$ cat src/hdl/vmu_pkg.sv
// vmu_pkg: shared types, constants and arithmetic helpers of the voxel math unit
// used by vmu_front, vmu_queue, vmu_back and voxel_math_unit; no dependencies
package vmu_pkg;

	// data format, signed fixed point
	localparam int DW = 32;
	localparam int FB = 16;
	// wide magnitude width for saturation
	localparam int MW = 2 * DW + 2;
	// quotient bits produced by the divide pipeline
	localparam int QB = DW + 1;
	// dividend width (percent difference needs |a-b| * 100 * 2^FB)
	localparam int NW = DW + FB + 8;
	// square root bits and working width
	localparam int RB = (DW + FB) / 2;
	localparam int SW = 2 * RB + 2;
	// front to back queue
	localparam int QDEPTH = 4;
	localparam int QAW = $clog2(QDEPTH);
	// configuration index width
	localparam int CIW = 3;

	typedef logic signed [DW-1:0] data_t;
	typedef logic [DW-1:0] umag_t;

	localparam data_t ONE = data_t'(64'd1 << FB);
	localparam data_t DMAX = {1'b0, {(DW-1){1'b1}}};
	localparam data_t DMIN = {1'b1, {(DW-1){1'b0}}};

	// operation codes
	typedef enum logic [4:0] {
		OP_ADD      = 5'd0,
		OP_SUB      = 5'd1,
		OP_MULT     = 5'd2,
		OP_DIV      = 5'd3,
		OP_SQRT     = 5'd4,
		OP_SQUARE   = 5'd5,
		OP_SCALE    = 5'd6,
		OP_CLAMP    = 5'd7,
		OP_SEGMENT  = 5'd8,
		OP_NSEGMENT = 5'd9,
		OP_PCTDIFF  = 5'd10,
		OP_EQ       = 5'd11,
		OP_NE       = 5'd12,
		OP_GT       = 5'd13,
		OP_GE       = 5'd14,
		OP_LT       = 5'd15,
		OP_LE       = 5'd16,
		OP_AND      = 5'd17,
		OP_OR       = 5'd18,
		OP_NOT      = 5'd19,
		OP_ISNAN    = 5'd20,
		OP_NISNAN   = 5'd21
	} op_t;

	// configuration register indexes
	localparam logic [CIW-1:0] CFG_OP_SELECT = 3'd0;
	localparam logic [CIW-1:0] CFG_SECOND_FROM_INPUT = 3'd1;
	localparam logic [CIW-1:0] CFG_CONST_A = 3'd2;
	localparam logic [CIW-1:0] CFG_CONST_B = 3'd3;
	localparam logic [CIW-1:0] CFG_ILLEGAL_GIVES_INVALID = 3'd4;

	// work class chosen by the front
	typedef enum logic [1:0] {
		CLS_LOGIC,
		CLS_MUL,
		CLS_DIV,
		CLS_SQRT
	} cls_t;

	typedef struct packed {
		data_t value_a;
		logic  valid_a;
		data_t value_b;
		logic  valid_b;
		logic  last_in;
	} in_item_t;

	typedef struct packed {
		data_t result_value;
		logic  result_valid;
		logic  last_out;
	} out_item_t;

	typedef struct packed {
		logic [4:0] op_select;
		logic       second_from_input;
		data_t      const_a;
		data_t      const_b;
		logic       illegal_gives_invalid;
	} cfg_t;

	// one classified item between front and back
	typedef struct packed {
		logic [4:0] op;
		cls_t       cls;
		logic       bad;
		data_t      a;
		data_t      b;
		umag_t      ma;
		umag_t      mb;
		logic       last;
	} q_entry_t;

	// magnitude of a signed value, the most negative value included
	function automatic umag_t mag_of(input data_t v);
		mag_of = v[DW-1] ? umag_t'(-v) : umag_t'(v);
	endfunction

	// saturate a sign and magnitude pair to the data range
	function automatic data_t sat_mag(input logic neg, input logic [MW-1:0] mag);
		logic [MW-1:0] lim_pos;
		logic [MW-1:0] lim_neg;
		lim_pos = MW'(DMAX);
		lim_neg = MW'(umag_t'(DMIN));
		if (!neg)
			sat_mag = (mag > lim_pos) ? DMAX : data_t'(mag[DW-1:0]);
		else if (mag > lim_neg)
			sat_mag = DMIN;
		else
			sat_mag = data_t'(-mag[DW-1:0]);
	endfunction

	// saturate a wide signed value to the data range
	function automatic data_t sat_signed(input logic signed [MW-1:0] v);
		if (!v[MW-1] && (|v[MW-2:DW-1]))
			sat_signed = DMAX;
		else if (v[MW-1] && !(&v[MW-2:DW-1]))
			sat_signed = DMIN;
		else
			sat_signed = data_t'(v[DW-1:0]);
	endfunction

	// integer magnitude rounded half to even
	function automatic logic [DW-FB:0] rint_mag(input data_t v);
		umag_t           m;
		logic [DW-FB:0]  q;
		logic [FB-1:0]   r;
		logic [FB-1:0]   half;
		m = mag_of(v);
		q = (DW-FB+1)'(m >> FB);
		r = m[FB-1:0];
		half = FB'(1) << (FB - 1);
		if (r > half || (r == half && q[0]))
			q = q + 1'b1;
		rint_mag = q;
	endfunction

endpackage

$ cat src/hdl/vmu_queue.sv
// vmu_queue: short queue of classified items between front and back
// depends on vmu_pkg
module vmu_queue import vmu_pkg::*; (
	input  logic     clk,
	input  logic     arst_n,
	input  logic     push,
	input  q_entry_t push_entry,
	input  logic     pop,
	output q_entry_t head,
	output logic     full,
	output logic     empty
);

	q_entry_t       slot_q [QDEPTH];
	logic [QAW-1:0] wr_q;
	logic [QAW-1:0] rd_q;
	logic [QAW:0]   cnt_q;
	logic           do_push;
	logic           do_pop;

	assign full = (cnt_q == (QAW+1)'(QDEPTH));
	assign empty = (cnt_q == '0);
	assign do_push = push && !full;
	assign do_pop = pop && !empty;
	assign head = slot_q[rd_q];

	// pointers and fill count
	always_ff @(posedge clk or negedge arst_n) begin
		if (!arst_n) begin
			wr_q <= '0;
			rd_q <= '0;
			cnt_q <= '0;
		end else begin
			if (do_push)
				wr_q <= wr_q + 1'b1;
			if (do_pop)
				rd_q <= rd_q + 1'b1;
			if (do_push && !do_pop)
				cnt_q <= cnt_q + 1'b1;
			else if (do_pop && !do_push)
				cnt_q <= cnt_q - 1'b1;
		end
	end

	// storage
	always_ff @(posedge clk) begin
		if (do_push) begin
			slot_q[wr_q] <= push_entry;
		end
	end

endmodule

$ cat config.mk
export PLATFORM = sky130hd
export DESIGN_NAME = vmu_queue
export DESIGN_NICKNAME = d
export VERILOG_FILES = /design/src/hdl/vmu_pkg.sv /design/src/hdl/vmu_queue.sv
export SDC_FILE = /design/constraint.sdc
export NUM_CORES = 1
export LEC_CHECK = 0
export BUFFER_PORTS_ARGS = -buffer_cell sky130_fd_sc_hd__buf_2
export CAP_MARGIN = 25
export CORE_MARGIN = 2
export CORE_UTILIZATION = 55
export CTS_CLUSTER_DIAMETER = 150
export DETAILED_ROUTE_END_ITERATION = 8
export PLACE_DENSITY_LB_ADDON = 0.15
export SETUP_SLACK_MARGIN = 0.3
export SYNTH_ARGS = -nofsm -noshare
export SYNTH_HDL_FRONTEND = slang
export SYNTH_SLANG_ARGS = --single-unit
$ cat constraint.sdc
create_clock -name clk -period 5.4 [get_ports clk]
set_input_delay 0.81 -clock clk [delete_from_list [all_inputs] [get_ports clk]]
set_output_delay 0.81 -clock clk [all_outputs]
set_load 0.005 [all_outputs]
==> results of run 1 <==
==> through the flow <==
step	hold WS, ps	total power, mW	utilization [%]	instance area (sq um)
after floorplan	447.1	8.277	-	20190
after global placement	473.6	9.593	60.89	22130
after detailed placement	471.1	9.631	60.89	22130
after CTS	13.53	13.32	65.67	23870
after global routing	29.70	13.68	65.67	23870
final	47.38	13.08	65.69	23880
==> flip-flops by register name (all words and copies together) (netlist names) <==
| signal | cells |
|---|---|
| slot_q | 548 |
| rd_q | 2 |
| wr_q | 2 |
| cnt_q | 3 |
==> power breakdown <==
part | total (mW) | internal (mW) | switching, mW
logic | 3.41 | 1.70 | 1.71
registers | 6.01 | 5.69 | 0.313
clock network | 3.66 | 2.18 | 1.48
total | 13.1 | 9.57 | 3.51
==> layout make-up <==
type | count | area (sq um)
flip-flops and latches | 555 | 16640
inverters | 4 | 15.01
diodes | 2 | 5.005
well taps | 468 | 585.6
fillers | 2346 | 12470
clock buffers | 61 | 1399
repair buffers | 292 | 1582
clock inverters | 35 | 340.3
multi-input cells | 161 | 3311
==> Yosys cell counts <==
master	n	area [sq um]
edfxtp_1	548	16460
mux4_2	137	3085
buf_2	16	80.08
buf_6	13	146.4
dfrtp_1	7	175.2
ha_1	5	62.56
and2_1	4	25.02
inv_1	4	15.01
xnor2_1	4	35.03
clkbuf_1	2	7.510
mux2_2	2	22.52
xor2_1	2	17.52
clkbuf_2	1	5.000
fa_1	1	20.02
nand2_1	1	3.750
nand3_1	1	5.000
nor2_1	1	3.750
nor2b_1	1	6.260
nor3b_1	1	7.510
or3_1	1	6.260
==> critical path, stage by stage (launching register included) <==
cell and delay [ps]:
dfrtp_4 1000, buf_4 460, mux4_2 550, buf_2 160
==> routing by layer <==
layer,part of all wire (%),up-vias,global-route usage (%),routed length [microns]
li1,-,3884,-,-
met1,41,4655,26.03,15010
met2,50,250,31.71,18250
met3,7.2,64,5.855,2640
met4,2.1,10,6.050,771
met5,0.18,-,0,65
==> worst max-delay path by stage <==
stage             from              to  slack, ps
2_1_floorplan     push    slot_q[0][0]        650
3_3_place_gp      push  slot_q[1][119]       2230
3_5_place_dp      push   slot_q[1][30]       2220
4_1_cts        rd_q[0]        head[12]       1620
5_1_grt        rd_q[0]        head[12]       1520
6_report       rd_q[0]        head[12]       1760
==> cells in the final DEF, fill, tap and decap left out <==
cell type / Yosys / routed
clkinvlp_4: 0 / 1
nor3b_1: 1 / 1
or3_1: 1 / 1
fa_1: 1 / 1
inv_1: 4 / 4
and2_4: 0 / 4
clkbuf_16: 0 / 55
inv_6: 0 / 1
mux4_2: 137 / 137
dfrtp_4: 0 / 2
dfrtp_1: 7 / 5
mux2_2: 2 / 2
ha_1: 5 / 5
nand3_1: 1 / 1
diode_2: 0 / 2
buf_4: 0 / 6
xnor2_1: 4 / 4
buf_12: 0 / 7
xor2_1: 2 / 2
edfxtp_1: 548 / 548
nor2b_1: 1 / 1
buf_2: 16 / 279
clkinv_2: 0 / 13
bufinv_16: 0 / 7
nand2_1: 1 / 1
clkinv_1: 0 / 13
clkbuf_1: 2 / 6
nor2_1: 1 / 1
==> cell families (layout without fill, tap and decap cells) <==
family	count (synthesis)	count (layout)	synth area share [%]
other	0	2	0
AND/OR/NAND/NOR	10	10	0.2851
buffers and inverters	36	392	1.258
adder cells (fa/ha/maj)	6	6	0.4091
XOR/XNOR	6	6	0.2603
multiplexers	139	139	15.40
flip-flops	555	555	82.39
==> flow_metrics.env, run 1 <==
export IMPL_cts_buffer_depth=3
export IMPL_fin_crit_sh_pct=67.39
export IMPL_r2r_end="slot_q[1][126]"
export IMPL_routedWlPerCell_microns=23.29
export IMPL_ios=280
export IMPL_powerDensity_nw_per_um2=547.7
export IMPL_start_util_pct=55.54
export IMPL_first_iter_violations=554
export IMPL_first_pass_iters=6
export IMPL_crit_type="flip-flop to output port"
export IMPL_p_leak_nw=8.147
export IMPL_clk_pin_slew_ps=60
export IMPL_fp_dieH_microns=195.6
export IMPL_syn_nets=899
export IMPL_synth_seq_cells=555
export IMPL_cts_hold_buf=0
export IMPL_synth_avg_cell_area_sq_um=26.84
export IMPL_arrival_ps=2830
export IMPL_setup_viol=0
export IMPL_drive_gt1_share_pct=46.39
export IMPL_cts_buffers_inserted=53
export IMPL_ctsResizeCount=0
export IMPL_worstMarginPinSlew_ps=987.7
export IMPL_max_cap_violations=0
export IMPL_yosysSeqAreaShare_pct=82.39
export IMPL_nets=1214
export IMPL_cts_setup_buffers=0
export IMPL_rr_startpoint="cnt_q[2]"
export IMPL_crit_required_ps=4590
export IMPL_fin_cells=1578
export IMPL_ys_warn_count=0
export IMPL_globalplace_congestion=0.7193
export IMPL_vias=8863
export IMPL_die_area_sq_um=38250
export IMPL_viasPerCell=5.617
export IMPL_hp_class="primary input to async pin"
export IMPL_r2r_cells=4
export IMPL_final_critical_path_setup_slack_ps=1761
export IMPL_slew_headroom_pct=34.15
export IMPL_synth_area_sq_um=20190
export IMPL_cp_end_kind="output port"
export IMPL_numPortBuffers=279
export IMPL_ir_worst_vdd_uv=353.4
export IMPL_cts_sinks=555
export IMPL_tns_ps=0
export IMPL_outcome="finished clean"
export IMPL_timing_fmax_ghz=0.2748
export IMPL_ys_types=20
export IMPL_die_width_microns=195.6
export IMPL_r2r_slack_ps=2650
export IMPL_cts_max_level=2
export IMPL_grt_pass1_wl_microns=55680
export IMPL_row_count=70
export IMPL_grt_max_degree=74
export IMPL_antenna_found_initial=6
export IMPL_dp_cells=1480
export IMPL_grt_pass1_vias=9235
export IMPL_cts_tree="done"
export IMPL_cp_max_fo=43
export IMPL_areaGrowthSynthToFinish_pct=18.28
export IMPL_routed_wl_microns=36740
export IMPL_finalClockSkew_ps=17.46
export IMPL_dp_hpwl_microns=21740
export IMPL_overflow=0
export IMPL_drv_slew=0
export IMPL_gr_usage_all_layers_pct=19.56
export IMPL_period_minus_slack_ps=3639
export IMPL_startpoint_type="flip-flop"
export IMPL_synthCells=752
export IMPL_clk_insertion_delay_late_ps=580
export IMPL_cts_root_buf="clkbuf_16"
export IMPL_hold_violations=0
export IMPL_core_area_sq_um=36350
export IMPL_rsz0062_at_grt="false"
export IMPL_post_place_ws_ps=2215
export IMPL_ant_nets=0
export IMPL_drcViolationCount=0
Note: power is estimated with default switching activity, not from simulation.
==> run 2: changes to the inputs <==
==> constraint.sdc (replaced) <==
create_clock -name clk -period 3.5 [get_ports clk]
set_input_delay 0.525 -clock clk [delete_from_list [all_inputs] [get_ports clk]]
set_output_delay 0.525 -clock clk [all_outputs]
set_load 0.005 [all_outputs]
==> run 2 against run 1 <==
Compared with the run above:
- sequential power grew 52%
- highest routed layer unchanged
- non-clock buffer count grew 7
- wire length grew 1.1%
- critical path type unchanged
- utilization shrank 0.12 points
- die area is the same
- largest cell class unchanged
- first-iteration DRC count shrank 14%
- sequential share of layout area grew 0.13 points
- setup slack lost 1200 ps
- clock skew grew 4.4 ps
- hold slack gained 99 ps
==> flow_metrics.env, run 2 (synthesis gave the netlist of run 1 again) <==
export IMPL_outcome="finished clean"
export IMPL_first_iter_violations=477
export IMPL_numPortBuffers=279
export IMPL_max_cap_violations=0
export IMPL_grt_pass1_vias=9525
export IMPL_clk_pin_slew_ps=60
export IMPL_rsz0062_at_grt="false"
export IMPL_overflow=0
export IMPL_die_width_microns=195.6
export IMPL_start_util_pct=55.54
export IMPL_areaGrowthSynthToFinish_pct=18.06
export IMPL_timing_fmax_ghz=0.3346
export IMPL_nets=1222
export IMPL_powerDensity_nw_per_um2=830.2
export IMPL_cts_root_buf="clkbuf_16"
export IMPL_final_common_cell="edfxtp_1"
export IMPL_worstMarginPinSlew_ps=672.3
export IMPL_finalClockSkew_ps=21.88
export IMPL_fin_cells=1584
export IMPL_grt_max_degree=106
export IMPL_dp_hpwl_microns=22340
export IMPL_cp_max_fo=20
export IMPL_cts_setup_buffers=0
export IMPL_routed_wl_microns=37130
export IMPL_routedWlPerCell_microns=23.44
export IMPL_p_leak_nw=8.115
export IMPL_row_count=70
export IMPL_fp_dieH_microns=195.6
export IMPL_final_cell_mix="edfxtp_1, buf_2, mux4_2"
export IMPL_first_pass_iters=4
export IMPL_setup_viol=0
export IMPL_clk_insertion_delay_late_ps=590
export IMPL_drcViolationCount=0
export IMPL_ios=280
export IMPL_grt_pass1_wl_microns=56190
export IMPL_gr_usage_all_layers_pct=19.90
export IMPL_cts_hold_buf=1
export IMPL_core_area_sq_um=36350
export IMPL_dp_cells=1486
export IMPL_cts_buffer_depth=3
export IMPL_cts_buffers_inserted=54
export IMPL_arrival_ps=2460
export IMPL_crit_required_ps=2970
export IMPL_hold_violations=0
export IMPL_hold_ws_ps=146.1
export IMPL_cp_end_kind="output port"
export IMPL_cts_tree="done"
export IMPL_drive_gt1_share_pct=45.77
export IMPL_ant_nets=0
export IMPL_crit_type="flip-flop to output port"
export IMPL_tns_ps=0
export IMPL_viasPerCell=5.606
export IMPL_drv_slew=0
export IMPL_vias=8880
export IMPL_cts_max_level=2
export IMPL_hp_class="primary input to flip-flop"
export IMPL_die_area_sq_um=38250
export IMPL_ctsResizeCount=0
export IMPL_fin_crit_sh_pct=85.39
export IMPL_slew_headroom_pct=55.18
export IMPL_reg_top3="slot_q: 548 flops, cnt_q: 3 flops"
export IMPL_cts_sinks=555
export IMPL_p_total_mw=19.79
export IMPL_period_minus_slack_ps=2989
export IMPL_largest_reg_flops=548
export IMPL_top_register="slot_q"
export IMPL_startpoint_type="flip-flop"
export IMPL_globalplace_congestion=0.7197
export IMPL_antenna_found_initial=9
export IMPL_ir_worst_vdd_uv=530.5
[run 2: cell types whose count changed in the layout (fill, tap and decap cells not counted), sizes merged]
cell and delta:
dlygate4sd3 +1, clkbuf +7, diode +2, bufinv -7, clkinvlp -1, buf +6, clkinv -1, inv -1
[run 2: through the flow]
step | setup slack, ps | utilization [%] | cell area (sq um)
final | 511.5 | 65.57 | 23830
after global routing | 343.0 | 65.55 | 23820
after CTS | 399.3 | 65.54 | 23820
after detailed placement | 1030 | 61.18 | 22240
after global placement | 1054 | 61.18 | 22240
after floorplan | 565.4 | - | 20190
[run 2: layer usage]
| metal | part of all wire (%) | track usage [%] |
|---|---|---|
| met3 | 8.1 | 5.717 |
| met4 | 2.0 | 6.107 |
| met5 | 0.22 | 0 |
| met1 | 41 | 27.77 |
| met2 | 49 | 31.14 |
[run 2: worst paths after layout]
kind,from,end,slack [ps],cells past startpoint
setup / recovery,rd_q[0],head[100],510,3
hold / removal,push_entry[48],slot_q[0][48],150,1
setup reg to reg,cnt_q[2],slot_q[2][128],1120,4
hold reg to reg,cnt_q[2],cnt_q[2],490,1
max in group asynchronous,arst_n,rd_q[1],2980,2
min in group asynchronous,arst_n,cnt_q[2],320,2
[run 2: area by class of cell]
class / count / area, sq um
fill: 2352 / 12520
clock inverter: 25 / 105.1
antenna: 4 / 10.01
multi-input combinational: 161 / 3311
clock buffer: 68 / 1468
tap: 468 / 585.6
inverter: 4 / 15.01
sequential: 555 / 16640
timing repair buffer: 299 / 1699
[run 2: where the power goes]
group	switching, mW	internal, mW	leakage [nW]
registers	0.343	8.78	5.10
clock network	2.23	2.93	0.776
logic	2.81	2.70	2.24
total	5.38	14.4	8.12
[run 2: critical path, stage by stage, from the launching register on]
cell     delay [ps]
dfrtp_4         690
buf_4           460
mux4_2          580
buf_2           150
==> run 3: changes to the inputs <==
--- a/config.mk
+++ b/config.mk
@@ -7,8 +7,10 @@
 export LEC_CHECK = 0
 export BUFFER_PORTS_ARGS = -buffer_cell sky130_fd_sc_hd__buf_2
 export CAP_MARGIN = 25
+export CELL_PAD_IN_SITES_DETAIL_PLACEMENT = 0
+export CELL_PAD_IN_SITES_GLOBAL_PLACEMENT = 1
 export CORE_MARGIN = 2
-export CORE_UTILIZATION = 55
+export CORE_UTILIZATION = 50
 export CTS_CLUSTER_DIAMETER = 150
 export DETAILED_ROUTE_END_ITERATION = 8
 export PLACE_DENSITY_LB_ADDON = 0.15
==> run 3 against run 2 <==
Compared with the run above:
- non-clock buffer count up 4
- cell count up 4.1%
- register-to-register slack better by 60 ps
- setup slack better by 63 ps
- highest routed layer unchanged
- first-iteration DRC count down 10%
- design area grew 0.71%
- largest cell class unchanged
- critical endpoint is now head[135]
- sequential share of layout area fell by 0.49 points
- sequential power is 0.4% higher
- combinational power about the same
- die area is 9.8% higher
- clock power rose by 3%
==> flow_metrics.env, run 3 (synthesis gave the netlist of run 1 again) <==
export IMPL_outcome="finished clean"
export IMPL_grt_pass1_vias=9136
export IMPL_drive_gt1_share_pct=46.07
export IMPL_crit_type="flip-flop to output port"
export IMPL_critPathSlowestCell="dfrtp_4"
export IMPL_clk_pin_slew_ps=60
export IMPL_gr_usage_all_layers_pct=18.27
export IMPL_vias=8886
export IMPL_routed_wl_microns=37750
export IMPL_hp_class="primary input to flip-flop"
export IMPL_cts_setup_buffers=0
export IMPL_startpoint_type="flip-flop"
export IMPL_first_pass_iters=7
export IMPL_final_critical_path_setup_slack_ps=574.5
export IMPL_fin_util_pct=60.27
export IMPL_cts_tree="done"
export IMPL_cp_startpoint="rd_q[0]"
export IMPL_areaGrowthSynthToFinish_pct=18.90
export IMPL_cts_hold_buf=1
export IMPL_nets=1225
export IMPL_cts_max_level=2
export IMPL_dp_cells=1547
export IMPL_final_common_cell="edfxtp_1"
export IMPL_start_util_pct=50.69
export IMPL_cp_max_fo=17
export IMPL_clk_insertion_delay_late_ps=590
export IMPL_globalplace_congestion=0.7333
export IMPL_arrival_ps=2400
export IMPL_period_minus_slack_ps=2925
export IMPL_max_cap_violations=0
export IMPL_hold_violations=0
export IMPL_cts_sinks=555
export IMPL_min_delay_path_depth=1
export IMPL_hp_start="push_entry[8]"
export IMPL_ctsResizeCount=0
export IMPL_largest_reg_flops=548
export IMPL_setup_viol=0
export IMPL_fin_crit_sh_pct=83.59
export IMPL_routedWlPerCell_microns=22.90
export IMPL_final_cell_mix="edfxtp_1, buf_2, mux4_2"
export IMPL_dp_hpwl_microns=23020
export IMPL_finalClockSkew_ps=16.25
export IMPL_ios=280
export IMPL_tns_ps=0
export IMPL_hold_ws_ps=149.0
export IMPL_grt_pass1_wl_microns=56480
export IMPL_die_area_sq_um=41990
export IMPL_die_width_microns=204.9
export IMPL_viasPerCell=5.389
export IMPL_crit_required_ps=2970
export IMPL_rr_startpoint="cnt_q[2]"
export IMPL_powerDensity_nw_per_um2=834.1
export IMPL_fp_dieH_microns=204.9
export IMPL_timing_fmax_ghz=0.3418
export IMPL_top_register="slot_q"
export IMPL_overflow=0
export IMPL_hold_end="slot_q[2][8]"
export IMPL_cts_root_buf="clkbuf_16"
export IMPL_numPortBuffers=279
export IMPL_place_area_sq_um=22350
export IMPL_drcViolationCount=0
export IMPL_r2r_slack_ps=1180
export IMPL_r2r_cells=4
export IMPL_rsz0062_at_grt="false"
export IMPL_p_leak_nw=8.155
export IMPL_crit_path_max_incr_delay_ps=680
export IMPL_slew_headroom_pct=58.85
export IMPL_fin_cells=1649
export IMPL_worstMarginPinSlew_ps=617.2
export IMPL_worstPathCellList="buf_4, mux4_2, buf_2"
export IMPL_first_iter_violations=428
export IMPL_cts_buffer_depth=3
export IMPL_drv_slew=0
export IMPL_reg_top3="slot_q: 548 flops, cnt_q: 3 flops"
export IMPL_grt_max_degree=88
export IMPL_ir_worst_vdd_uv=494.4
export IMPL_r2r_end="slot_q[3][57]"
export IMPL_cp_end_kind="output port"
export IMPL_p_total_mw=20.02
export IMPL_antenna_found_initial=7
export IMPL_core_area_sq_um=39820
export IMPL_fin_area_sq_um=24000
export IMPL_post_place_ws_ps=1039
export IMPL_row_count=73
export IMPL_ant_nets=0
export IMPL_cts_buffers_inserted=53
==> run 3: critical path, delay by kind of cell (launching register included) <==
family / cells / cell delay, ps
flip-flops: 1 / 680
multiplexers: 1 / 570
buffers and inverters: 2 / 550
==> run 3: metal layers <==
metal / global-route usage (%) / wire length (microns)
met5: 0 / 57
met2: 27.93 / 18270
met4: 5.961 / 755
met3: 5.313 / 2584
met1: 25.67 / 16080
==> run 3: worst max-delay path by stage <==
stage	endpoint	slack, ps	cells after the start
2_1_floorplan	slot_q[0][0]	570	4
3_3_place_gp	slot_q[3][49]	1050	4
3_5_place_dp	slot_q[3][52]	1040	4
4_1_cts	head[135]	470	3
5_1_grt	head[61]	430	3
6_report	head[135]	570	3
==> run 3: cell type report <==
| type | count | area (sq um) |
|---|---|---|
| sequential | 555 | 16640 |
| clock inverter | 25 | 167.7 |
| tap | 525 | 656.9 |
| antenna | 4 | 10.01 |
| timing repair buffer | 303 | 1742 |
| clock buffer | 72 | 1460 |
| fill | 2871 | 15820 |
| inverter | 4 | 15.01 |
| multi-input combinational | 161 | 3311 |
==> run 3: power breakdown <==
part / switching (mW) / internal, mW / leakage, nW / total (mW)
Clock: 2.27 / 3.06 / 0.791 / 5.33
Sequential: 0.384 / 8.77 / 5.10 / 9.16
Combinational: 2.79 / 2.74 / 2.27 / 5.53
Total: 5.45 / 14.6 / 8.16 / 20.0
