<file path="src/hdl/vmu_pkg.sv">
// vmu_pkg: shared types, constants and arithmetic helpers of the voxel math unit
// used by vmu_front, vmu_queue, vmu_back and voxel_math_unit; no dependencies
package vmu_pkg;

	// data format, signed fixed point
	localparam int DW = 32;
	localparam int FB = 16;
	// wide magnitude width for saturation
	localparam int MW = 2 * DW + 2;
	// quotient bits produced by the divide pipeline
	localparam int QB = DW + 1;
	// dividend width (percent difference needs |a-b| * 100 * 2^FB)
	localparam int NW = DW + FB + 8;
	// square root bits and working width
	localparam int RB = (DW + FB) / 2;
	localparam int SW = 2 * RB + 2;
	// front to back queue
	localparam int QDEPTH = 4;
	localparam int QAW = $clog2(QDEPTH);
	// configuration index width
	localparam int CIW = 3;

	typedef logic signed [DW-1:0] data_t;
	typedef logic [DW-1:0] umag_t;

	localparam data_t ONE = data_t'(64'd1 << FB);
	localparam data_t DMAX = {1'b0, {(DW-1){1'b1}}};
	localparam data_t DMIN = {1'b1, {(DW-1){1'b0}}};

	// operation codes
	typedef enum logic [4:0] {
		OP_ADD      = 5'd0,
		OP_SUB      = 5'd1,
		OP_MULT     = 5'd2,
		OP_DIV      = 5'd3,
		OP_SQRT     = 5'd4,
		OP_SQUARE   = 5'd5,
		OP_SCALE    = 5'd6,
		OP_CLAMP    = 5'd7,
		OP_SEGMENT  = 5'd8,
		OP_NSEGMENT = 5'd9,
		OP_PCTDIFF  = 5'd10,
		OP_EQ       = 5'd11,
		OP_NE       = 5'd12,
		OP_GT       = 5'd13,
		OP_GE       = 5'd14,
		OP_LT       = 5'd15,
		OP_LE       = 5'd16,
		OP_AND      = 5'd17,
		OP_OR       = 5'd18,
		OP_NOT      = 5'd19,
		OP_ISNAN    = 5'd20,
		OP_NISNAN   = 5'd21
	} op_t;

	// configuration register indexes
	localparam logic [CIW-1:0] CFG_OP_SELECT = 3'd0;
	localparam logic [CIW-1:0] CFG_SECOND_FROM_INPUT = 3'd1;
	localparam logic [CIW-1:0] CFG_CONST_A = 3'd2;
	localparam logic [CIW-1:0] CFG_CONST_B = 3'd3;
	localparam logic [CIW-1:0] CFG_ILLEGAL_GIVES_INVALID = 3'd4;

	// work class chosen by the front
	typedef enum logic [1:0] {
		CLS_LOGIC,
		CLS_MUL,
		CLS_DIV,
		CLS_SQRT
	} cls_t;

	typedef struct packed {
		data_t value_a;
		logic  valid_a;
		data_t value_b;
		logic  valid_b;
		logic  last_in;
	} in_item_t;

	typedef struct packed {
		data_t result_value;
		logic  result_valid;
		logic  last_out;
	} out_item_t;

	typedef struct packed {
		logic [4:0] op_select;
		logic       second_from_input;
		data_t      const_a;
		data_t      const_b;
		logic       illegal_gives_invalid;
	} cfg_t;

	// one classified item between front and back
	typedef struct packed {
		logic [4:0] op;
		cls_t       cls;
		logic       bad;
		data_t      a;
		data_t      b;
		umag_t      ma;
		umag_t      mb;
		logic       last;
	} q_entry_t;

	// magnitude of a signed value, the most negative value included
	function automatic umag_t mag_of(input data_t v);
		mag_of = v[DW-1] ? umag_t'(-v) : umag_t'(v);
	endfunction

	// saturate a sign and magnitude pair to the data range
	function automatic data_t sat_mag(input logic neg, input logic [MW-1:0] mag);
		logic [MW-1:0] lim_pos;
		logic [MW-1:0] lim_neg;
		lim_pos = MW'(DMAX);
		lim_neg = MW'(umag_t'(DMIN));
		if (!neg)
			sat_mag = (mag > lim_pos) ? DMAX : data_t'(mag[DW-1:0]);
		else if (mag > lim_neg)
			sat_mag = DMIN;
		else
			sat_mag = data_t'(-mag[DW-1:0]);
	endfunction

	// saturate a wide signed value to the data range
	function automatic data_t sat_signed(input logic signed [MW-1:0] v);
		if (!v[MW-1] && (|v[MW-2:DW-1]))
			sat_signed = DMAX;
		else if (v[MW-1] && !(&v[MW-2:DW-1]))
			sat_signed = DMIN;
		else
			sat_signed = data_t'(v[DW-1:0]);
	endfunction

	// integer magnitude rounded half to even
	function automatic logic [DW-FB:0] rint_mag(input data_t v);
		umag_t           m;
		logic [DW-FB:0]  q;
		logic [FB-1:0]   r;
		logic [FB-1:0]   half;
		m = mag_of(v);
		q = (DW-FB+1)'(m >> FB);
		r = m[FB-1:0];
		half = FB'(1) << (FB - 1);
		if (r > half || (r == half && q[0]))
			q = q + 1'b1;
		rint_mag = q;
	endfunction

endpackage

</file>
<file path="src/hdl/vmu_front.sv">
// vmu_front: accepts voxel items, picks operand B, flags invalid operands and
// classifies the operation; depends on vmu_pkg
module vmu_front import vmu_pkg::*; (
	input  logic     clk,
	input  logic     arst_n,
	input  logic     start,
	output logic     busy,
	input  in_item_t item,
	input  cfg_t     cfg,
	input  logic     q_full,
	output logic     push,
	output q_entry_t entry
);

	logic     valid_s1;
	q_entry_t entry_s1;
	q_entry_t prep;
	logic     advance;
	logic     accept;

	// stage moves when empty or when the queue takes its item
	assign advance = !valid_s1 || !q_full;
	assign busy = !advance;
	assign accept = start && advance;
	assign push = valid_s1 && !q_full;
	assign entry = entry_s1;

	// operand selection and class decode
	always_comb begin
		prep.op = cfg.op_select;
		prep.a = item.value_a;
		prep.b = cfg.second_from_input ? item.value_b : cfg.const_a;
		prep.bad = !item.valid_a || (cfg.second_from_input && !item.valid_b);
		prep.ma = mag_of(prep.a);
		prep.mb = mag_of(prep.b);
		prep.last = item.last_in;
		case (op_t'(cfg.op_select))
			OP_MULT, OP_SQUARE, OP_SCALE: prep.cls = CLS_MUL;
			OP_DIV, OP_PCTDIFF:           prep.cls = CLS_DIV;
			OP_SQRT:                      prep.cls = CLS_SQRT;
			default:                      prep.cls = CLS_LOGIC;
		endcase
	end

	// input register
	always_ff @(posedge clk or negedge arst_n) begin
		if (!arst_n) begin
			valid_s1 <= 1'b0;
		end else if (advance) begin
			valid_s1 <= accept;
		end
	end

	always_ff @(posedge clk) begin
		if (accept) begin
			entry_s1 <= prep;
		end
	end

endmodule

</file>
<file path="config.mk">
export PLATFORM = sky130hd
export DESIGN_NAME = vmu_front
export DESIGN_NICKNAME = d
export VERILOG_FILES = /design/src/hdl/vmu_pkg.sv /design/src/hdl/vmu_front.sv
export SDC_FILE = /design/constraint.sdc
export NUM_CORES = 1
export LEC_CHECK = 0
export BUFFER_PORTS_ARGS = -buffer_cell sky130_fd_sc_hd__buf_4
export CORE_ASPECT_RATIO = 1.75
export CORE_MARGIN = 3
export CORE_UTILIZATION = 50
export DETAILED_ROUTE_END_ITERATION = 8
export PLACE_DENSITY = 0.85
export RECOVER_POWER = 100
export REMOVE_ABC_BUFFERS = 1
export SLEW_MARGIN = 20
export SYNTH_ARGS = -nofsm -noshare
export SYNTH_HDL_FRONTEND = slang
export SYNTH_SLANG_ARGS = --single-unit
export TNS_END_PERCENT = 50
</file>
<file path="constraint.sdc">
create_clock -name clk -period 20 [get_ports clk]
set_input_delay 1 -clock clk [delete_from_list [all_inputs] [get_ports clk]]
set_output_delay 1 -clock clk [all_outputs]
set_load 0.01 [all_outputs]
</file>
==> key figures, run 1 <==
Run status
  – Status: finished with violations
  – Failing checks: capacitance limit, slew limit

Routing
  – Via count: 4678
  – Routed length per placed instance: 19.0 um
  – Post-route DRC violation count: 0
  – Vias per cell: 5.40
  – Routed Antenna Nets: 0
  – Initial drt markers: 185
  – Initial DRT Pass Iterations: 4
  – Detailed Route WL: 16500 um

Floorplanning
  – Die W: 89.9 um
  – Ports: 281
  – Core footprint: 12000 um2
  – Die area: 13700 um2
  – Die Ht: 153 um
  – Initial Util: 0.513
  – # rows: 53

STA
  – Slew Limit Headroom: -1.64
  – Clk_skew: 0.00733 ns
  – Max Clock Freq: 193 MHz
  – Total Negative Setup Slacks: 0 ns
  – Final Cycle Share: 0.258
  – Unrepaired setup endpoints after global routing: false
  – Hold Fails Final Rpt: 0
  – # setup viols final: 0
  – Min Tclk post-route: 5.17 ns
  – Tightest Pin Transition: 3.96 ns
  – Worst Hold Margin: 0.377 ns
  – Setup slack after layout: 14.83 ns
  – Max-slew violations: 202

Critical path
  – CP Launch Type: primary input
  – R2r setup slk: 15.93 ns
  – Crit-path max FO: 64
  – Worst Setup Path Type: in -> reg
  – Worst Setup SP: cfg[65]
  – Cell count of the worst reg-to-reg path: 3
  – Worst Path Arrival: 5.33 ns
  – Worst setup EP type: flip-flop
  – FF-to-FF End: entry[27]
  – R2R Path Start: valid_s1
  – CP required: 20.16 ns
  – Critical Path Sink: entry[31]

CTS
  – Post-CTS setup buffers: 0
  – CTS Root Cell: clkbuf_16
  – H-Tree Depth: 4
  – Clock Tree Buf Depth: 2
  – Post-cts resize count: 0
  – Post-CTS Hold Buffers: 0
  – CTS clk-pin slew, worst paths: 0.06 ns
  – Clk sink count: 136
  – Worst skew pair latency: 0.41 ns
  – CTS tree: yes
  – TritonCTS buffer count: 17

Synthesis
  – Ys async rst share: 0.00735
  – Number of synthesized flops with an enable pin: 135
  – Primary FF master, synth: edfxtp_1
  – Ys Warns: 0
  – Mapped Area: 6160 um2
  – Gate count of the mapped netlist: 433
  – Synth Register Bits: 136
  – Register area share after synthesis: 0.663
  – Synth Area per Inst: 14.2 um2
  – Netlist cell types: 39

Final layout
  – # fillers: 1002
  – Final #Nets: 834
  – Commonest non-fill, non-tap cells in the layout: clkbuf_1, edfxtp_1, buf_4, xnor2_1
  – Final non-filler cell total: 866
  – Ant diodes: 0
  – Design Area, Final: 8090 um2
  – Layout Utilization: 0.674
  – Most common cell after layout, fill and taps aside: clkbuf_1
  – Layout area overhead: 31.4%
  – Layout cells sized above 1: 0.160

Placement
  – DP Worst Slack: 16.00 ns
  – PortBufs: 247
  – Global placer's final weighted congestion: 0.875
  – Placed cells: 835
  – Placed Instance Area: 8200 um2
  – HPWL after DPL: 12300 um

Global route
  – Total GRT Usage: 0.237
  – Pin count of the biggest net entering global routing: 75
  – Initial antenna violation count: 0
  – Vias in the first global route: 4856
  – Total congestion overflow: 0
  – First-pass GRT wire length: 25300 um

Power and ir drop
  – Power Total: 0.770 mW
  – Power Dens Cells: 95.1 nW/um2
  – Leakage: 2.82 nW
  – Max IR drop VDD: 0.0000661 V

Run
  – Max cap viols: 3

Worst hold path
  – HP Class: in -> async
-- cell type report --
type | instances | area [um2] | area share
flip-flops and latches | 136 | 4080 | 0.504
clock buffers | 17 | 425 | 0.0526
well taps | 165 | 206 | 0.0255
multi-input cells | 260 | 1890 | 0.233
clock inverters | 14 | 198 | 0.0244
repair buffers | 252 | 1210 | 0.150
inverters | 22 | 82.6 | 0.0102
-- metal layers --
metal | vias up | wire length (um) | track usage
li1 | 2165 | - | -
met1 | 2234 | 5520 | 0.237
met2 | 238 | 9060 | 0.444
met3 | 41 | 1410 | 0.0781
met4 | 0 | 469 | 0.100
met5 | - | 0 | 0
-- report_power, final --
part	internal, mW	switching [mW]	leakage (nW)
clock	0.209	0.120	0.300
combinational	0.0361	0.0576	1.22
sequential	0.342	0.00523	1.30
-- worst max-delay path: stages --
cell	delay [ns]
clkbuf_1	2.13
nor4b_1	0.71
o221ai_1	0.29
nor4_1	0.74
a31oi_1	0.24
xnor2_1	0.17
-- cells by family after synthesis --
group                      synth area share
xor gates and xnor gates             0.0839
adders and majority gates           0.00610
DFF                                   0.663
AOI/OAI and AO/OA                    0.0768
buffers and inverters                0.0244
and+or+nand+nor                      0.0890
muxes                                0.0571
-- flip-flops by register name (all words and copies together) (netlist names) --
name	flops
entry	135
valid_s1	1
-- worst min path at each step --
| stage | start | to | slack (ns) | cells after the start |
|---|---|---|---|---|
| 2_1_floorplan | valid_s1 | valid_s1 | 0.65 | 2 |
| 3_3_place_gp | valid_s1 | valid_s1 | 0.67 | 2 |
| 3_5_place_dp | valid_s1 | valid_s1 | 0.72 | 2 |
| 4_1_cts | arst_n | valid_s1 | 0.34 | 1 |
| 5_1_grt | arst_n | valid_s1 | 0.36 | 1 |
| 6_report | arst_n | valid_s1 | 0.38 | 1 |
-- cells in the mapped netlist, types with 2 or more instances --
cell type | instances | area (um2)
edfxtp_1 | 135 | 4050
xnor2_1 | 47 | 412
inv_1 | 22 | 82.6
o21ai_0 | 22 | 110
nor2_1 | 18 | 67.6
mux2_2 | 17 | 191
nor3_1 | 17 | 85.1
mux2i_1 | 16 | 160
a21oi_1 | 13 | 65.1
xor2_1 | 12 | 105
nand2_1 | 11 | 41.3
nor4_1 | 10 | 62.6
o31ai_1 | 10 | 75.1
a31oi_1 | 7 | 43.8
nor3b_1 | 7 | 52.6
or2_2 | 7 | 43.8
o41ai_1 | 6 | 52.6
or4_1 | 6 | 45.0
buf_1 | 5 | 18.8
clkbuf_1 | 5 | 18.8
nor4b_1 | 4 | 35.0
o22ai_1 | 4 | 25.0
or4_4 | 4 | 45.0
buf_2 | 3 | 15.0
ha_1 | 3 | 37.5
nor2b_1 | 3 | 18.8
or3_1 | 3 | 18.8
buf_4 | 2 | 15.0
nand2b_1 | 2 | 12.5
o211ai_1 | 2 | 15.0
o31ai_2 | 2 | 25.0
Note: power is estimated with default switching activity, not from simulation.
==> inputs of run 2 (changes only) <==
Settings changed: ABC_AREA from default to 1, CORE_UTILIZATION 50 to 44, PLACE_DENSITY 0.85 to 0.77.
Clock period 20 ns to 4.3 ns, I/O delays scaled along.
==> run 2 against run 1 <==
Compared with the run above:
- the flow now finishes without violations
- area after synthesis is 13% higher
- wire length increased by 15%
- clock skew hardly changed
- clock power grew to 4.7 times the previous value
- global-route usage decreased by 2.4 points
- critical path type unchanged
- largest cell class unchanged
- highest routed layer unchanged
==> key figures, run 2 <==
Synthesis
  – Number of synthesized flops with an enable pin: 135 (unchanged)
  – Ys async rst share: 0.00735 (unchanged)
  – Synth top area share: 0.581 (-0.0774)
  – Main area contributors after synthesis: edfxtp_1, nand2_1, inv_1
  – Most common cell in the netlist: nand2_1
  – Most area-hungry cell type in the Yosys netlist: edfxtp_1
  – Netlist cell types: 37 (-5.1%)
  – Post-synth top cells: nand2_1, edfxtp_1, inv_1, nor2_1, nand3_1
  – Ys Warns: 0 (unchanged)
  – Primary FF master, synth: edfxtp_1
  – Synth Area per Inst: 9.35 um2 (-34%)
  – Mapped Area: 6980 um2 (+13%)
  – Gate count of the mapped netlist: 746 (+72%)
  – Synth Register Bits: 136 (unchanged)
  – Register area share after synthesis: 0.585 (-0.0778)

Power and ir drop
  – Leakage: 3.95 nW (+40%)
  – Max IR drop VDD: 0.000244 V (+270%)
  – Power Dens Cells: 402 nW/um2 (+320%)
  – Power Total: 3.66 mW (+370%)

Routing
  – Via count: 5760 (+23%)
  – Initial drt markers: 248 (+34%)
  – Post-route DRC violation count: 0 (unchanged)
  – Routed length per placed instance: 15.5 um (-19%)
  – Detailed Route WL: 18900 um (+15%)
  – Initial DRT Pass Iterations: 4 (unchanged)
  – Routed Antenna Nets: 0 (unchanged)
  – Vias per cell: 4.73 (-12%)

Floorplanning
  – Die W: 101 um (+13%)
  – Core footprint: 15500 um2 (+29%)
  – # rows: 60 (+13%)
  – Die Ht: 173 um (+13%)
  – Initial Util: 0.451 (-0.0618)
  – Ports: 281 (unchanged)
  – Die area: 17500 um2 (+27%)

Global route
  – Total congestion overflow: 0 (unchanged)
  – Total GRT Usage: 0.213 (-0.0245)
  – Pin count of the biggest net entering global routing: 136 (+81%)
  – First-pass GRT wire length: 28600 um (+13%)
  – Initial antenna violation count: 0 (unchanged)
  – Vias in the first global route: 5670 (+17%)

Critical path
  – Crit-path cells: buf_4, inv_6, or2_1, o21ai_0, inv_1, nand2_1, nand3_1, nand2_1, inv_1
  – CP Launch Type: primary input
  – Largest stage delay on the critical path: 0.85 ns (-1.28 ns)
  – Worst Path Arrival: 2.99 ns (-2.34 ns)
  – Crit-path max FO: 43 (-33%)
  – Worst Setup Path Type: in -> reg
  – CP required: 4.47 ns (-15.69 ns)
  – Worst setup EP type: flip-flop
  – CP max-delay cell: inv_1

STA
  – Slew Limit Headroom: 0.171 (+1.81)
  – Max-slew violations: 0 (-100%)
  – # setup viols final: 0 (unchanged)
  – Total Negative Setup Slacks: 0 ns (unchanged)
  – Worst Hold Margin: 0.0147 ns (-0.362 ns)
  – Max Clock Freq: 354 MHz
  – Clk_skew: 0.00778 ns (+0.000448 ns)
  – Hold Fails Final Rpt: 0 (unchanged)
  – Tightest Pin Transition: 1.24 ns (-2.72 ns)
  – Final Cycle Share: 0.657
  – Unrepaired setup endpoints after global routing: false
  – Setup slack after layout: 1.48 ns (-13.35 ns)
  – Min Tclk post-route: 2.82 ns

Final layout
  – Max reg flops: 135 (unchanged)
  – Layout area overhead: 30.3%
  – Final #Nets: 1165 (+40%)
  – Sequential Area: 4080 um2 (unchanged)
  – Layout cells sized above 1: 0.128 (-0.0319)
  – Layout Utilization: 0.588 (-0.0862)
  – Commonest non-fill, non-tap cells in the layout: nand2_1, clkbuf_1, edfxtp_1, inv_1, nor2_1
  – Final non-filler cell total: 1218 (+41%)
  – # fillers: 1527 (+52%)
  – Design Area, Final: 9090 um2 (+12%)
  – Area of the multi-input gates: 2220 um2 (+18%)
  – Most common cell after layout, fill and taps aside: nand2_1
  – Ant diodes: 0 (unchanged)

CTS
  – CTS tree: yes
  – Worst skew pair latency: 0.41 ns (about the same)
  – Post-cts resize count: 0 (unchanged)
  – H-Tree Depth: 4 (unchanged)
  – Clock Tree Buf Depth: 2 (unchanged)
  – TritonCTS buffer count: 17 (unchanged)
  – CTS clk-pin slew, worst paths: 0.06 ns (about the same)
  – Clk sink count: 136 (unchanged)
  – CTS Root Cell: clkbuf_16

Placement
  – HPWL after DPL: 13900 um (+14%)
  – DP Worst Slack: 1.88 ns (-14.11 ns)
  – Placed Instance Area: 8950 um2 (+9.2%)
  – PortBufs: 247 (unchanged)
  – Placed cells: 1163 (+39%)
  – Global placer's final weighted congestion: 0.845 (-3.4%)

Run status
  – Status: complete, no violations

Worst hold path
  – HP Class: in -> reg

Run
  – Max cap viols: 0 (-3)
==> run 2: changes by cell type after synthesis, sizes merged, moves of 16 or more <==
cell	previous run	this run
xnor2	47	5
nor2	18	82
xor2	12	34
nand2	11	247
mux2i	16	0
mux2	17	0
inv	22	124
nand3	1	37
==> run 2: final cells by class <==
type | count | share of cell area
clock inverter | 13 | 0.0213
sequential | 136 | 0.449
tap | 186 | 0.0256
timing repair buffer | 272 | 0.161
multi-input combinational | 469 | 0.244
inverter | 124 | 0.0520
clock buffer | 18 | 0.0472
==> run 2: worst max-delay path: cells and delay by family <==
kind	cells	cell delay, ns
buf+inv	4	1.45
compound gates	1	0.44
simple gates	4	0.84
==> run 2: worst paths after layout <==
kind	from	to	slack [ns]	depth (start not counted)
max	cfg[65]	entry[28]	1.48	9
min	start	valid_s1	0.01	3
max reg2reg	valid_s1	entry[95]	2.55	4
min reg2reg	valid_s1	valid_s1	0.50	2
max in group asynchronous	arst_n	valid_s1	4.09	2
min in group asynchronous	arst_n	valid_s1	0.13	2
==> run 2: power breakdown <==
part | switching, mW | total (mW) | internal (mW)
registers | 0.0230 | 1.60 | 1.58
logic | 0.323 | 0.499 | 0.176
clock network | 0.577 | 1.55 | 0.977
total | 0.923 | 3.66 | 2.73
==> run 2: kinds of logic after synthesis <==
logic type               count (synthesis)  share of synthesized area
adder cells (fa/ha/maj)                  3                    0.00538
AND/OR/NAND/NOR                        388                      0.243
AO/OA/AOI/OAI                           39                     0.0309
buffers and inverters                  141                     0.0874
XOR/XNOR                                39                     0.0490
flip-flops                             136                      0.585
==> run 2: what timing repair did <==
item	4_1_cts	5_1_grt
setup buffers	0	0
hold endpoints to repair	23	1
hold buffers	23	1
==> run 2: routing by layer <==
metal,routed length [um],track usage
met1,6430,0.207
met2,10700,0.418
met3,1150,0.0367
met4,607,0.0893
met5,0,0
==> inputs of run 3 (changes only) <==
Settings changed: CORE_UTILIZATION 44 to 49, PLACE_DENSITY 0.77 to 0.81.
Clock period 4.3 ns to 2.95 ns, I/O delays scaled along.
==> run 3 against run 2 <==
Compared with the run above:
- the flow now finishes with violations (capacitance limit, slew limit)
- worst hold slack improved by 0.037 ns
- sequential power up 46%
- non-clock buffer count up 18
- setup slack got worse by 0.90 ns
- clock skew grew 0.0048 ns
- first-iteration DRC count decreased by 2.8%
- clock power grew 62%
- sequential share of layout area is 1.1 points lower
- total power increased by 53%
- critical path type unchanged
==> key figures, run 3 (same netlist as run 2, synthesis figures left out) <==
CTS
  – Post-cts resize count: 0 (unchanged)
  – CTS Root Cell: clkbuf_16
  – H-Tree Depth: 4 (unchanged)
  – Clk sink count: 136 (unchanged)
  – Clock Tree Buf Depth: 2 (unchanged)
  – CTS clk-pin slew, worst paths: 0.06 ns (about the same)
  – TritonCTS buffer count: 17 (unchanged)
  – Worst skew pair latency: 0.41 ns (about the same)
  – CTS tree: yes

STA
  – Final Cycle Share: 0.805
  – Total Negative Setup Slacks: 0 ns (unchanged)
  – Max-slew violations: 137 (+137)
  – Min Tclk post-route: 2.38 ns
  – Slew Limit Headroom: -0.114 (-0.285)
  – Clk_skew: 0.0126 ns (+0.00485 ns)
  – Max Clock Freq: 421 MHz
  – Setup slack after layout: 0.574 ns (-0.903 ns)
  – # setup viols final: 0 (unchanged)
  – Hold Fails Final Rpt: 0 (unchanged)
  – Unrepaired setup endpoints after global routing: false
  – Tightest Pin Transition: 1.67 ns (+0.427 ns)

Final layout
  – Most common cell after layout, fill and taps aside: nand2_1
  – Ant diodes: 0 (unchanged)
  – Design Area, Final: 9320 um2 (+2.5%)
  – Max reg flops: 135 (unchanged)
  – # fillers: 1267 (-17%)
  – Layout area overhead: 33.5%
  – Commonest non-fill, non-tap cells in the layout: nand2_1, clkbuf_1, edfxtp_1, inv_1, nor2_1
  – Final #Nets: 1183 (+1.5%)
  – Layout cells sized above 1: 0.128 (-0.000288)

Floorplanning
  – Ports: 281 (unchanged)
  – Die W: 96.2 um (-4.9%)
  – # rows: 57 (-5.0%)
  – Die area: 15800 um2 (-9.7%)
  – Initial Util: 0.502 (+0.0505)
  – Die Ht: 164 um (-5.1%)
  – Core footprint: 13900 um2 (-10%)

Power and ir drop
  – Sw power: 1.35 mW (+46%)
  – Leakage: 4.05 nW (+2.6%)
  – Max IR drop VDD: 0.000359 V (+47%)
  – Cell internal pwr: 4.25 mW (+56%)
  – Power Total: 5.60 mW (+53%)
  – Power Dens Cells: 602 nW/um2 (+50%)
  – Combinational power share: 0.134 (-0.003)
  – Switching share of total power: 0.241 (-0.0115)
  – Clk pwr share: 0.448 (+0.023)
  – Reg power frac: 0.418 (-0.020)

Routing
  – Routed length per placed instance: 15.7 um (+1.4%)
  – Initial DRT Pass Iterations: 7 (+3)
  – Initial drt markers: 241 (-2.8%)
  – Via count: 6033 (+4.7%)
  – Detailed Route WL: 19300 um (+2.1%)
  – Vias per cell: 4.92 (+4.0%)
  – Routed Antenna Nets: 0 (unchanged)
  – Post-route DRC violation count: 0 (unchanged)

Placement
  – HPWL after DPL: 13900 um (about the same)
  – DP Worst Slack: 0.563 ns (-1.32 ns)
  – Placed Instance Area: 8960 um2 (about the same)
  – PortBufs: 247 (unchanged)
  – Global placer's final weighted congestion: 0.900 (+6.6%)

Global route
  – Total GRT Usage: 0.244 (+0.0309)
  – Total congestion overflow: 0 (unchanged)
  – First-pass GRT wire length: 28900 um (+1.0%)
  – Initial antenna violation count: 0 (unchanged)
  – Pin count of the biggest net entering global routing: 69 (-49%)
  – Vias in the first global route: 5947 (+4.9%)

Critical path
  – CP max-delay cell: clkbuf_2
  – Crit-path cells: dlygate4sd3_1, clkbuf_4, nand2_1, inv_1, nor2_1, clkbuf_2
  – Worst setup EP type: flip-flop
  – Crit-path max FO: 68 (+58%)
  – CP Launch Type: primary input
  – Worst Setup Path Type: in -> reg
  – Largest stage delay on the critical path: 1.24 ns (+0.39 ns)
  – Worst Path Arrival: 2.38 ns (-0.61 ns)
  – CP required: 2.96 ns (-1.51 ns)
  – R2R Path Start: valid_s1
  – Worst Setup SP: q_full

Worst hold path
  – HP Class: in -> reg
  – Beginning of the worst hold path: item[1]

Run
  – Max cap viols: 2 (+2)

Run status
  – Failing checks: capacitance limit, slew limit
  – Status: finished with violations
-- run 3: layer usage --
metal,global-route usage,up-vias,part of all wire
li1,-,2961,-
met1,0.243,2746,0.33
met2,0.469,286,0.57
met3,0.0399,40,0.069
met4,0.114,0,0.034
met5,0,-,0
-- run 3: through the flow --
stage | hold slack [ns] | utilization | cells
6_report | 0.0520 | 0.670 | 1227
5_1_grt | 0.0625 | 0.670 | 1227
4_1_cts | 0.0402 | 0.724 | 1227
3_5_place_dp | -0.0768 | 0.644 | 1155
3_3_place_gp | -0.0766 | 0.644 | 1155
2_1_floorplan | -0.148 | - | 729
-- run 3: layout make-up --
class,instances,area [um2],share of cell area
multi-input cells,469,2220,0.239
flip-flops and latches,136,4080,0.438
repair buffers,290,1630,0.174
inverters,124,473,0.0508
well taps,177,221,0.0238
clock buffers,17,425,0.0457
clock inverters,14,267,0.0286
-- run 3: path summary, 6_finish.rpt --
| kind | end | slack [ns] | cells past startpoint |
|---|---|---|---|
| setup / recovery | entry[12] | 0.57 | 6 |
| hold / removal | entry[129] | 0.05 | 2 |
| setup reg to reg | entry[12] | 0.58 | 4 |
| hold reg to reg | valid_s1 | 1.05 | 3 |
| max in group asynchronous | valid_s1 | 2.78 | 2 |
| min in group asynchronous | valid_s1 | 0.08 | 2 |
-- run 3: power by group through the flow --
stage | sequential (mW) | clock [mW] | combinational (mW)
after global routing | 2.35 | 2.62 | 0.832
after global placement | 2.37 | 0 | 0.816
after floorplan | 2.47 | 0 | 0.326
after detailed placement | 2.38 | 0 | 0.837
final | 2.34 | 2.51 | 0.751
after CTS | 2.34 | 2.54 | 0.888
-- run 3: worst max-delay path: cells and delay by family --
family / cells / cell delay, ns
buffers and inverters: 4 / 1.97
AND/OR/NAND/NOR: 2 / 0.21
-- run 3: what timing repair did --
item,in CTS,in global routing
hold buffers,41,0
hold endpoints to repair,40,0
buffers inserted,0,0
